## src/dbs_pkg.sv

```systemverilog
// Shared types, codes and index helpers for the deque and bag store.
package dbs_pkg;

    // Storage geometry
    localparam int DEPTH = 16;
    localparam int IDX_W = $clog2(DEPTH);
    localparam int CNT_W = $clog2(DEPTH + 1);
    localparam int VAL_W = 32;

    // Action codes; codes six and seven are undefined and do nothing
    typedef enum logic [2:0] {
        ACT_PUSH_FRONT = 3'd0,
        ACT_PUSH_BACK  = 3'd1,
        ACT_POP_FRONT  = 3'd2,
        ACT_POP_BACK   = 3'd3,
        ACT_CONTAINS   = 3'd4,
        ACT_REMOVE     = 3'd5
    } t_action;

    typedef enum logic [1:0] {
        ST_OK      = 2'd0,
        ST_FULL    = 2'd1,
        ST_EMPTY   = 2'd2,
        ST_MISSING = 2'd3
    } t_status;

    typedef enum logic [2:0] {
        S_IDLE,
        S_SCAN,
        S_SHIFT,
        S_RD_FRONT,
        S_RD_BACK,
        S_LOAD
    } t_seq_state;

    typedef struct packed {
        logic [2:0]              action;
        logic signed [VAL_W-1:0] value;
    } t_in_item;

    typedef struct packed {
        t_status                 status;
        logic                    found;
        logic [CNT_W-1:0]        count;
        logic signed [VAL_W-1:0] front_value;
        logic signed [VAL_W-1:0] back_value;
    } t_out_item;

    // One access slot of the entry memory per cycle
    typedef struct packed {
        logic             we;
        logic [IDX_W-1:0] waddr;
        logic [VAL_W-1:0] wdata;
        logic             re;
        logic [IDX_W-1:0] raddr;
    } t_mem_req;

    // Physical slot of logical position pos from the head (circular)
    function automatic logic [IDX_W-1:0] slot_of(input logic [IDX_W-1:0] head,
                                                 input logic [CNT_W-1:0] pos);
        logic [CNT_W:0] sum;
        sum = {{(CNT_W + 1 - IDX_W){1'b0}}, head} + {1'b0, pos};
        if (sum >= (CNT_W + 1)'(DEPTH)) begin
            sum = sum - (CNT_W + 1)'(DEPTH);
        end
        return sum[IDX_W-1:0];
    endfunction

    // Slot one before the head, wrapping at zero
    function automatic logic [IDX_W-1:0] slot_dec(input logic [IDX_W-1:0] head);
        logic [IDX_W-1:0] res;
        if (head == '0) begin
            res = IDX_W'(DEPTH - 1);
        end else begin
            res = head - 1'b1;
        end
        return res;
    endfunction

endpackage

```

## src/deque_bag_store_top.sv

```systemverilog
// Deque and bag store: input handshake, sequencer, entry memory, result register.
//
// Input channel: i_valid / o_stall with i_item (action, value). An item
// transfers at a clock edge with i_valid high and o_stall low. o_stall is
// high while an item is being worked on.
// Output channel: o_valid / i_stall with o_result (status, found, count,
// front_value, back_value). One result per input item, in order.
// Pushes, pops and undefined actions go from transfer through the front read,
// the back read and the result load. Contains walks the stored entries one per
// cycle through the single memory read port. Remove then rewrites each entry
// behind the match, one per cycle, once the read pipeline has filled and until
// it drains. The next item is taken in the cycle after the result is loaded.
// A finished result waits in the output register while the next item is
// already being worked on; that item holds in its last step until the
// receiver takes the waiting result.
// Reset (i_rst_n low, synchronous) empties the store and drops any result.
module deque_bag_store_top
    import dbs_pkg::*;
(
    input  logic      i_clk,
    input  logic      i_rst_n,
    input  logic      i_valid,
    output logic      o_stall,
    input  t_in_item  i_item,
    output logic      o_valid,
    input  logic      i_stall,
    output t_out_item o_result
);

    t_mem_req         mem_req;
    logic [VAL_W-1:0] mem_rdata;
    logic             seq_idle;
    logic             res_valid;
    t_out_item        res;
    logic             out_busy;
    logic             r_out_valid, n_out_valid;
    t_out_item        r_out, n_out;

    dbs_seq u_seq (
        .i_clk       (i_clk),
        .i_rst_n     (i_rst_n),
        .i_start     (i_valid && seq_idle),
        .i_item      (i_item),
        .i_out_busy  (out_busy),
        .i_rdata     (mem_rdata),
        .o_idle      (seq_idle),
        .o_req       (mem_req),
        .o_res_valid (res_valid),
        .o_res       (res)
    );

    dbs_mem u_mem (
        .i_clk   (i_clk),
        .i_req   (mem_req),
        .o_rdata (mem_rdata)
    );

    // Output register is busy when its result will not transfer this cycle
    assign out_busy = r_out_valid && i_stall;

    always_comb begin
        n_out_valid = r_out_valid;
        n_out       = r_out;
        if (res_valid) begin
            n_out_valid = 1'b1;
            n_out       = res;
        end else if (r_out_valid && !i_stall) begin
            n_out_valid = 1'b0;
        end
    end

    always_ff @(posedge i_clk) begin
        if (!i_rst_n) begin
            r_out_valid <= 1'b0;
        end else begin
            r_out_valid <= n_out_valid;
        end
    end

    always_ff @(posedge i_clk) begin
        r_out <= n_out;
    end

    assign o_stall  = !seq_idle;
    assign o_valid  = r_out_valid;
    assign o_result = r_out;

endmodule

```

## src/dbs_mem.sv

```systemverilog
// Entry memory: one write port and one registered read port.
module dbs_mem
    import dbs_pkg::*;
(
    input  logic             i_clk,
    input  t_mem_req         i_req,
    output logic [VAL_W-1:0] o_rdata
);

    logic [VAL_W-1:0] r_mem [DEPTH];
    logic [VAL_W-1:0] r_rdata;

    // Write port
    always_ff @(posedge i_clk) begin
        if (i_req.we) begin
            r_mem[i_req.waddr] <= i_req.wdata;
        end
    end

    // Registered read port, holds its data between reads
    always_ff @(posedge i_clk) begin
        if (i_req.re) begin
            r_rdata <= r_mem[i_req.raddr];
        end
    end

    assign o_rdata = r_rdata;

endmodule

```

## src/dbs_seq.sv

```systemverilog
// Sequencer: decodes actions, walks the store for search and gap closing,
// then fetches front and back values for the result.
module dbs_seq
    import dbs_pkg::*;
(
    input  logic             i_clk,
    input  logic             i_rst_n,
    input  logic             i_start,
    input  t_in_item         i_item,
    input  logic             i_out_busy,
    input  logic [VAL_W-1:0] i_rdata,
    output logic             o_idle,
    output t_mem_req         o_req,
    output logic             o_res_valid,
    output t_out_item        o_res
);

    t_seq_state       r_state, n_state;
    logic [IDX_W-1:0] r_head, n_head;
    logic [CNT_W-1:0] r_count, n_count;
    logic [VAL_W-1:0] r_value, n_value;
    logic             r_remove, n_remove;
    logic [CNT_W-1:0] r_rd_idx, n_rd_idx;
    logic [CNT_W-1:0] r_cmp_idx, n_cmp_idx;
    logic             r_vld, n_vld;
    logic [CNT_W-1:0] r_wr_idx, n_wr_idx;
    t_status          r_status, n_status;
    logic             r_found, n_found;
    logic [VAL_W-1:0] r_front, n_front;

    // Control state
    always_ff @(posedge i_clk) begin
        if (!i_rst_n) begin
            r_state <= S_IDLE;
            r_head  <= '0;
            r_count <= '0;
            r_vld   <= 1'b0;
        end else begin
            r_state <= n_state;
            r_head  <= n_head;
            r_count <= n_count;
            r_vld   <= n_vld;
        end
    end

    // Working registers
    always_ff @(posedge i_clk) begin
        r_value   <= n_value;
        r_remove  <= n_remove;
        r_rd_idx  <= n_rd_idx;
        r_cmp_idx <= n_cmp_idx;
        r_wr_idx  <= n_wr_idx;
        r_status  <= n_status;
        r_found   <= n_found;
        r_front   <= n_front;
    end

    // Next state and memory accesses
    always_comb begin
        n_state     = r_state;
        n_head      = r_head;
        n_count     = r_count;
        n_value     = r_value;
        n_remove    = r_remove;
        n_rd_idx    = r_rd_idx;
        n_cmp_idx   = r_cmp_idx;
        n_vld       = r_vld;
        n_wr_idx    = r_wr_idx;
        n_status    = r_status;
        n_found     = r_found;
        n_front     = r_front;
        o_req       = '0;
        o_res_valid = 1'b0;

        unique case (r_state)
            S_IDLE: begin
                if (i_start) begin
                    n_status = ST_OK;
                    n_found  = 1'b0;
                    n_state  = S_RD_FRONT;
                    case (i_item.action)
                        ACT_PUSH_FRONT, ACT_PUSH_BACK: begin
                            if (r_count == CNT_W'(DEPTH)) begin
                                n_status = ST_FULL;
                            end else begin
                                o_req.we    = 1'b1;
                                o_req.wdata = i_item.value;
                                n_count     = r_count + 1'b1;
                                if (i_item.action == ACT_PUSH_FRONT) begin
                                    o_req.waddr = slot_dec(r_head);
                                    n_head      = slot_dec(r_head);
                                end else begin
                                    o_req.waddr = slot_of(r_head, r_count);
                                end
                            end
                        end
                        ACT_POP_FRONT, ACT_POP_BACK: begin
                            if (r_count == '0) begin
                                n_status = ST_EMPTY;
                            end else begin
                                n_count = r_count - 1'b1;
                                if (i_item.action == ACT_POP_FRONT) begin
                                    n_head = slot_of(r_head, CNT_W'(1));
                                end
                            end
                        end
                        ACT_CONTAINS, ACT_REMOVE: begin
                            if (r_count == '0) begin
                                n_status = ST_EMPTY;
                            end else begin
                                n_value  = i_item.value;
                                n_remove = (i_item.action == ACT_REMOVE);
                                n_rd_idx = '0;
                                n_vld    = 1'b0;
                                n_state  = S_SCAN;
                            end
                        end
                        default: begin
                        end
                    endcase
                end
            end

            // Read one entry a cycle, compare the one read the cycle before
            S_SCAN: begin
                if (r_rd_idx < r_count) begin
                    o_req.re    = 1'b1;
                    o_req.raddr = slot_of(r_head, r_rd_idx);
                    n_rd_idx    = r_rd_idx + 1'b1;
                    n_cmp_idx   = r_rd_idx;
                    n_vld       = 1'b1;
                end else begin
                    n_vld = 1'b0;
                end
                if (r_vld) begin
                    if (i_rdata == r_value) begin
                        n_found = 1'b1;
                        n_vld   = 1'b0;
                        if (r_remove) begin
                            n_wr_idx = r_cmp_idx;
                            n_rd_idx = r_cmp_idx + 1'b1;
                            n_state  = S_SHIFT;
                        end else begin
                            n_state = S_RD_FRONT;
                        end
                    end else if (r_cmp_idx == r_count - 1'b1) begin
                        n_status = ST_MISSING;
                        n_vld    = 1'b0;
                        n_state  = S_RD_FRONT;
                    end
                end
            end

            // Move later entries one place toward the front
            S_SHIFT: begin
                if (r_vld) begin
                    o_req.we    = 1'b1;
                    o_req.waddr = slot_of(r_head, r_wr_idx);
                    o_req.wdata = i_rdata;
                    n_wr_idx    = r_wr_idx + 1'b1;
                end
                if (r_rd_idx < r_count) begin
                    o_req.re    = 1'b1;
                    o_req.raddr = slot_of(r_head, r_rd_idx);
                    n_rd_idx    = r_rd_idx + 1'b1;
                    n_vld       = 1'b1;
                end else begin
                    n_vld = 1'b0;
                    if (!r_vld) begin
                        n_count = r_count - 1'b1;
                        n_state = S_RD_FRONT;
                    end
                end
            end

            S_RD_FRONT: begin
                o_req.re    = 1'b1;
                o_req.raddr = r_head;
                n_state     = S_RD_BACK;
            end

            S_RD_BACK: begin
                o_req.re    = 1'b1;
                o_req.raddr = slot_of(r_head, r_count - 1'b1);
                n_front     = i_rdata;
                n_state     = S_LOAD;
            end

            // Back value sits in the read register; hand result over
            S_LOAD: begin
                if (!i_out_busy) begin
                    o_res_valid = 1'b1;
                    n_state     = S_IDLE;
                end
            end

            default: begin
                n_state = S_IDLE;
            end
        endcase
    end

    // Result fields; an empty store reports zeros
    always_comb begin
        o_res.status = r_status;
        o_res.found  = r_found;
        o_res.count  = r_count;
        if (r_count == '0) begin
            o_res.front_value = '0;
            o_res.back_value  = '0;
        end else begin
            o_res.front_value = r_front;
            o_res.back_value  = i_rdata;
        end
    end

    assign o_idle = (r_state == S_IDLE);

endmodule
```

## config.mk

```make
export PLATFORM = sky130hd
export DESIGN_NAME = deque_bag_store_top
export DESIGN_NICKNAME = d
export VERILOG_FILES = /design/src/dbs_pkg.sv /design/src/deque_bag_store_top.sv /design/src/dbs_mem.sv /design/src/dbs_seq.sv
export SDC_FILE = /design/constraint.sdc
export NUM_CORES = 1
export LEC_CHECK = 0
export BUFFER_PORTS_ARGS = -buffer_cell sky130_fd_sc_hd__clkbuf_2
export CORE_UTILIZATION = 45
export CTS_CLUSTER_DIAMETER = 80
export DETAILED_ROUTE_END_ITERATION = 12
export PLACE_DENSITY = 0.74
export SLEW_MARGIN = 20
export SYNTH_ARGS = -nofsm -noshare
export SYNTH_HDL_FRONTEND = slang
export SYNTH_SLANG_ARGS = --single-unit
```

## constraint.sdc

```tcl
create_clock -name i_clk -period 5.05 [get_ports i_clk]
set_input_delay 1.01 -clock i_clk [delete_from_list [all_inputs] [get_ports i_clk]]
set_output_delay 1.01 -clock i_clk [all_outputs]
set_load 0.02 [all_outputs]
```

# ---- Word-level counts from Yosys, hierarchy flattened
# Memory sizes are Yosys's and may differ from the RTL's. A register that Yosys moved wholly into a read port is not among the register bits.
# Cells that the tools add are included.
dict set report classes {
  bitwise 1
  n_mux 76
  mul 0
  addsub 16
  shift 0
  reduce_logical 29
  n_eq_ne 33
  div 0
  n_lt_le_gt_ge 6
}
# operator n
set op_table {}
lappend op_table {{$mux 37} 4}
lappend op_table {{$mux 5} 17}
lappend op_table {{$pmux 37 s2} 1}
lappend op_table {{$mux 4} 11}
lappend op_table {{$eq 32x32->1} 1}
lappend op_table {{$pmux 5 s2} 3}
lappend op_table {{$pmux 5 s3} 2}
lappend op_table {{$add 4x5->6} 4}
lappend op_table {{$ge 6x5->1 const B} 4}
lappend op_table {{$mux 3} 8}
lappend op_table {{$sub 4x1->4 const B} 6}
lappend op_table {{$add 5x1->5 const B} 4}
lappend op_table {{$mux 1} 18}
lappend op_table {{$ne 2x1->1 const B} 9}
lappend op_table {{$pmux 3 s6} 1}
lappend op_table {{$ne 2x2->1 const B} 7}
lappend op_table {{$reduce_and 7->1} 2}
lappend op_table {{$eq 3x2->1 const B} 4}
lappend op_table {{$eq 3x3->1 const B} 4}
lappend op_table {{$mux 2} 6}
lappend op_table {{$reduce_and 4->1} 3}
lappend op_table {{$reduce_and 5->1} 2}
lappend op_table {{$reduce_bool 2->1} 5}
lappend op_table {{$pmux 2 s2} 2}
lappend op_table {{other kinds (23)} 33}
dict set report totals {
  memories 1
  latchBits 0
  out_inout_bits 74
  inputBits 39
  word_cells 180
  regBits 169
  mem_bits_ro 0
  mem_bits_rw 512
}
# name depth width rd rd_clocked_by_memory_dff write_ports line_no
set mem_list {}
lappend mem_list {u_mem.r_mem 16 32 1 1 1 dbs_mem.sv:10} ;# logic [VAL_W-1:0] r_mem [DEPTH];

# ---- Logic depth before layout (Yosys ltp)
dict set report depth {
  depth_word 10
  mapped_depth 15
  ltp_nobuf 12
}

# ---- Hierarchy
# From an unflattened synthesis, not the netlist that was laid out.
dict set report unflattened {
  cells_unflattened 1443
  hier_area_um2 28125.7
}
# mod instances seq_area_each_um2 area_each_um2 cells_each
set by_module_without_submodules {}
lappend by_module_without_submodules {dbs_mem 1 16335.7 20174.3 838}
lappend by_module_without_submodules {dbs_seq 1 2722.6 5743.0 528}
lappend by_module_without_submodules {deque_bag_store_top 1 2182.1 2208.4 77}

# ---- Worst setup path after synthesis
# No wires, ideal clock.
dict set report synth_timing {
  kind {input port to flip-flop}
  from {input i_stall}
  to {register r_out, in the netlist o_result[0], enable pin}
  stages 1
  setup_time_ns 0.526
  path_buffers 0
  arrival_ns 4.522
  setup_slack_ns 0.002
  t_required_ns 4.524
  path_cell_list {a21oi_1}
}
dict set report synth_via {
  elab_chain_cells 3
}
# element line_no
set synth_lines {}
lappend synth_lines {{from (decl)} deque_bag_store_top.sv:26} ;# input logic i_stall,
lappend synth_lines {{$logic_and 1x1->1} deque_bag_store_top.sv:59} ;# assign out_busy = r_out_valid && i_stall;
lappend synth_lines {{$mux 1} dbs_seq.sv:191} ;# if (!i_out_busy) begin
lappend synth_lines {{$mux 1} dbs_seq.sv:75} ;# unique case (r_state)
lappend synth_lines {{to (signal assigned)} deque_bag_store_top.sv:81} ;# r_out <= n_out;
lappend synth_lines {{to (decl)} deque_bag_store_top.sv:37} ;# t_out_item r_out, n_out;
# Every way passes these cells.
# A chain may end at the register's enable or synchronous reset.

# ---- Worst setup path after layout
dict set report layout_timing {
  from {register u_seq.r_count[2]}
  to {register u_mem.r_rdata[26], in the netlist u_mem.o_rdata[26] (read register of u_mem.r_mem) (data pin)}
}
dict set report layout_via {
  elab_chain_cells 5
  word_cells_on_any_way 8
  cone_classes {3 x add/sub; 2 x order compare; 3 x mux}
}
# element line_no
set layout_lines {}
lappend layout_lines {{from (decl)} dbs_seq.sv:20} ;# logic [CNT_W-1:0] r_count, n_count;
lappend layout_lines {{from (signal assigned)} dbs_seq.sv:41} ;# r_count <= n_count;
lappend layout_lines {{$sub 5x1->5} dbs_seq.sv:184} ;# o_req.raddr = slot_of(r_head, r_count - 1'b1);
lappend layout_lines {{$add 4x5->6} dbs_pkg.sv:62} ;# sum = {{(CNT_W + 1 - IDX_W){1'b0}}, head} + {1'b0, pos};
lappend layout_lines {{$ge 6x5->1 / $sub 4x1->4 (equally long branches)} {dbs_pkg.sv:63, dbs_pkg.sv:64}}
lappend layout_lines {{$mux 4} dbs_pkg.sv:63} ;# if (sum >= (CNT_W + 1)'(DEPTH)) begin
lappend layout_lines {{$pmux 5 s3 *} dbs_seq.sv:75}
lappend layout_lines {{to (decl)} dbs_mem.sv:11} ;# logic [VAL_W-1:0] r_rdata;
# Every way passes the cells marked *; elsewhere a longest branch is shown, timed or not.

==> metrics.txt <==
# TYPE chip_impl_metric gauge
chip_impl_metric{name="number_of_antenna_violations_at_the_first_check_in_global_routing",unit=""} 0
chip_impl_metric{name="coreArea",unit="sq um"} 63100
chip_impl_metric{name="reg2reg_slack",unit="ns"} 1.08
chip_impl_metric{name="floorplan.io_pins",unit=""} 113
chip_impl_metric{name="clock_skew",unit="ns"} 0.0247
chip_impl_metric{name="synthesis.yosys.warnings",unit=""} 0
chip_impl_metric{name="met2_usage",unit="%"} 33.1
chip_impl_info{name="layout_common_cells",value="698 x sky130_fd_sc_hd__edfxtp_1, 415 x sky130_fd_sc_hd__nand2_1, 151 x sky130_fd_sc_hd__a21oi_1, 112 x sky130_fd_sc_hd__clkbuf_2, 70 x sky130_fd_sc_hd__nor2b_1"} 1
chip_impl_metric{name="leakage_power",unit="uW"} 0.0112
chip_impl_metric{name="start_util",unit="%"} 45.5
chip_impl_metric{name="dr_total_vias",unit=""} 17500
chip_impl_metric{name="cts_sinks",unit=""} 712
chip_impl_metric{name="final_core_util",unit="%"} 51.6
chip_impl_metric{name="postCtsResizedCells",unit=""} 0
chip_impl_metric{name="timing.max_cap.violations",unit=""} 0
chip_impl_metric{name="post-route-period-util",unit="%"} 78.7
chip_impl_metric{name="ctsHoldBuffers",unit=""} 0
chip_impl_info{name="endpoint_kind",value="flip-flop"} 1
chip_impl_info{name="layout_commonest_cell",value="sky130_fd_sc_hd__edfxtp_1"} 1
chip_impl_metric{name="crit_path_max_incr_delay",unit="ns"} 0.86
chip_impl_info{name="result_of_the_run",value="completed"} 1
chip_impl_info{name="cp_cell_sequence",value="inv_1 -> ha_1 -> a21oi_1 -> o21ai_1 -> a211oi_2 -> a221o_4 -> buf_12 -> a32o_1 -> o22ai_1 -> a221o_1"} 1
chip_impl_metric{name="post_drt_wl_per_cell",unit="um"} 22.2
chip_impl_metric{name="gp_congestion",unit=""} 0.856
chip_impl_metric{name="detail_route.drc_violations",unit=""} 0
chip_impl_metric{name="design.final.nets",unit=""} 2149
chip_impl_metric{name="hold_viol",unit=""} 0
chip_impl_metric{name="worstPathRequired",unit="ns"} 5.39
chip_impl_metric{name="wl",unit="um"} 66300
chip_impl_metric{name="worst_slew_margin_rel",unit="%"} 30.1
chip_impl_metric{name="dp_hpwl",unit="um"} 38700
chip_impl_metric{name="synth.lib_cells_used.distinct",unit=""} 54
chip_impl_metric{name="layout_cells_sized_above_1",unit="%"} 13.5
chip_impl_metric{name="pin_count_of_the_biggest_net_entering_global_routing",unit=""} 101
chip_impl_metric{name="vias_per_cell",unit=""} 5.87
chip_impl_metric{name="arrival",unit="ns"} 4.31
chip_impl_metric{name="fin_total_pwr",unit="uW"} 19700
chip_impl_metric{name="growth_of_design_area_from_synthesis_to_finish",unit="%"} 13.4
chip_impl_metric{name="post_synth_inst_count",unit=""} 1987
chip_impl_metric{name="postCtsSetupRepairBufs",unit=""} 0
chip_impl_metric{name="fp.dieW",unit="um"} 255
chip_impl_metric{name="synth_sequential_area_ratio",unit="%"} 74.0
chip_impl_metric{name="clk_pin_slew",unit="ns"} 0.06
chip_impl_metric{name="worstMarginPinSlew",unit="ns"} 1.05
chip_impl_metric{name="floorplan.die.height",unit="um"} 255
chip_impl_info{name="setup_repair_after_global_routing_missed_its_margin",value="no"} 1
chip_impl_metric{name="filler_cell_count",unit=""} 5039
chip_impl_metric{name="cts_made_buffers",unit=""} 67
chip_impl_metric{name="power_dens_cells",unit="nW/um^2"} 605
chip_impl_info{name="criticalPathCategory",value="flip-flop to flip-flop"} 1
chip_impl_metric{name="core_rows",unit=""} 92
chip_impl_metric{name="clock_path_buffers",unit=""} 3
chip_impl_metric{name="gr-usage-all-layers",unit="%"} 20.1
chip_impl_info{name="grt-busiest-layer",value="met2"} 1
chip_impl_metric{name="iteration_0_drc_markers",unit=""} 1956
chip_impl_metric{name="pre_antenna_drt_iters",unit=""} 5
chip_impl_metric{name="irDropWorstVdd",unit="uV"} 416
chip_impl_metric{name="drtAntennaViolNets",unit=""} 0
chip_impl_metric{name="number_of_synthesized_flops_with_an_enable_pin",unit=""} 698
chip_impl_metric{name="drv_slew",unit=""} 0
chip_impl_metric{name="via_count_of_the_first_global_routing_pass",unit=""} 16600
chip_impl_info{name="post_synth_top_flop",value="sky130_fd_sc_hd__edfxtp_1"} 1
chip_impl_metric{name="grt.overflow.total",unit=""} 0
chip_impl_info{name="min-delay-path-class",value="flip-flop to flip-flop"} 1
chip_impl_metric{name="count_of_state_elements_after_synthesis",unit=""} 712
chip_impl_metric{name="crit_fanout",unit=""} 100
chip_impl_metric{name="grtUsageMet3",unit="%"} 3.79
chip_impl_metric{name="die_area",unit="sq um"} 64800
chip_impl_metric{name="synth_nets",unit=""} 2053
chip_impl_metric{name="global_route_wire_length_before_repair",unit="um"} 97900
chip_impl_metric{name="io_buffer_count",unit=""} 112
chip_impl_info{name="cts_tree",value="done"} 1
chip_impl_metric{name="cts_max_level",unit=""} 3
chip_impl_metric{name="timing.fmax",unit="MHz"} 252
chip_impl_metric{name="syn_area",unit="sq um"} 28700
chip_impl_metric{name="synth_async_sr_flop_share",unit="%"} 0
chip_impl_metric{name="final.min_clock_period",unit="ns"} 3.97
chip_impl_info{name="timing.critical_path.from_type",value="flip-flop"} 1
chip_impl_metric{name="diodes",unit=""} 0
chip_impl_info{name="cts-root-buf",value="sky130_fd_sc_hd__clkbuf_16"} 1
chip_impl_metric{name="number_of_setup_violations_in_the_final_report",unit=""} 0
chip_impl_metric{name="global_route.usage.met1",unit="%"} 26.8
chip_impl_metric{name="syn-mean-instance-area",unit="sq um"} 14.5
chip_impl_info{name="crit_path_max_delay_cell_type",value="sky130_fd_sc_hd__a221o_4"} 1
chip_impl_metric{name="fin_setup_tns",unit="ns"} 0
chip_impl_metric{name="clk_latency",unit="ns"} 0.61
==> final timing paths <==
check / from / endpoint / cells after the start
setup / recovery: u_seq.r_count[2] / u_mem.o_rdata[26] / 10
hold / removal: u_seq.r_status[1] / o_result[71] / 0
setup reg to reg: u_seq.r_count[2] / u_mem.o_rdata[26] / 10
hold reg to reg: u_seq.r_status[1] / o_result[71] / 0
==> power by group <==
group / switching, uW / total, uW / internal (uW)
Combinational: 4260 / 6520 / 2260
Clock: 2160 / 5270 / 3110
Sequential: 495 / 7900 / 7410
==> area by class of cell <==
type | instances | area (sq um) | area share (%)
Clock buffer | 80 | 1790 | 5.49
Sequential cell | 712 | 21200 | 65.2
Tap cell | 846 | 1060 | 3.25
Inverter | 19 | 71.3 | 0.219
Multi-Input combinational cell | 1130 | 6920 | 21.3
Timing Repair Buffer | 153 | 956 | 2.94
Clock inverter | 42 | 526 | 1.61
==> logic make-up (layout without fill, tap and decap cells) <==
family	Yosys count	after routing	share of synthesized area [%]
buffers and inverters	145	294	2.47
and+or+nand+nor	597	597	9.02
DFF	712	712	74.0
xor gates and xnor gates	68	68	2.07
adders and majority gates	27	27	1.28
AOI/OAI and AO/OA	434	434	11.1
muxes	4	4	0.139
==> Yosys cell counts (all sizes together), types with 2 or more instances <==
cell type / instances / share of area, %
edfxtp: 698 / 73
nand2: 416 / 5.4
a21oi: 153 / 2.7
buf: 76 / 1.6
nor2b: 70 / 1.5
a32oi: 65 / 2.0
a32o: 63 / 2.2
clkbuf: 50 / 0.65
xor2: 48 / 1.5
nor2: 40 / 0.52
a22o: 36 / 1.1
a221o: 35 / 1.2
o22ai: 31 / 0.68
ha: 23 / 1.0
o21ai: 22 / 0.38
xnor2: 20 / 0.61
inv: 18 / 0.24
dfxtp: 14 / 0.98
nand3: 12 / 0.21
and2: 10 / 0.22
nand2b: 8 / 0.20
nor3: 8 / 0.14
nor4: 8 / 0.17
a21o: 6 / 0.16
nand4: 6 / 0.13
and3: 5 / 0.11
fa: 4 / 0.28
mux2i: 4 / 0.14
nand3b: 4 / 0.10
a211o: 3 / 0.091
a211oi: 3 / 0.096
a22oi: 3 / 0.078
o21a: 3 / 0.078
or3: 3 / 0.065
a221oi: 2 / 0.061
nor3b: 2 / 0.052
o31ai: 2 / 0.052
o32ai: 2 / 0.061
or2: 2 / 0.044
==> sequential cells by signal (all words and copies together), names as in the netlist, 2 cells and up <==
register and count:
u_seq.r_head 4, u_seq.r_wr_idx 4, u_seq.r_state 3, u_seq.r_front 32
u_seq.r_cmp_idx 5, u_seq.r_rd_idx 5, u_seq.r_status 2, u_mem.r_mem 512
u_seq.r_count 5, o_result 72, u_seq.r_value 32, u_mem.o_rdata 32
==> critical path, delay by kind of cell (launching register included) <==
kind                     cells  cell delay, ns
buffers and inverters        2            0.56
flip-flops                   1            0.52
adder cells (fa/ha/maj)      1            0.32
AO/OA/AOI/OAI                7            2.22
==> metal layers <==
metal / vias to the layer above / part of all wire (%)
met3: 116 / 8.9
met1: 8726 / 40
li1: 7755 / -
met4: 0 / 2.4
met5: - / 0
met2: 922 / 48
==> stage by stage <==
| step | area [sq um] | hold WS [ns] | instances | setup slack [ns] |
|---|---|---|---|---|
| floorplan | 28700 | 0.400 | 1987 | 0.00184 |
| global placement | 30200 | 0.401 | 2860 | 1.08 |
| detailed placement | 30200 | 0.407 | 2860 | 1.00 |
| CTS | 32600 | 0.421 | 2982 | 1.09 |
| global route | 32600 | 0.424 | 2982 | 0.818 |
| finish | 32600 | 0.422 | 2982 | 1.08 |
Note: power is estimated with default switching activity, not from simulation.
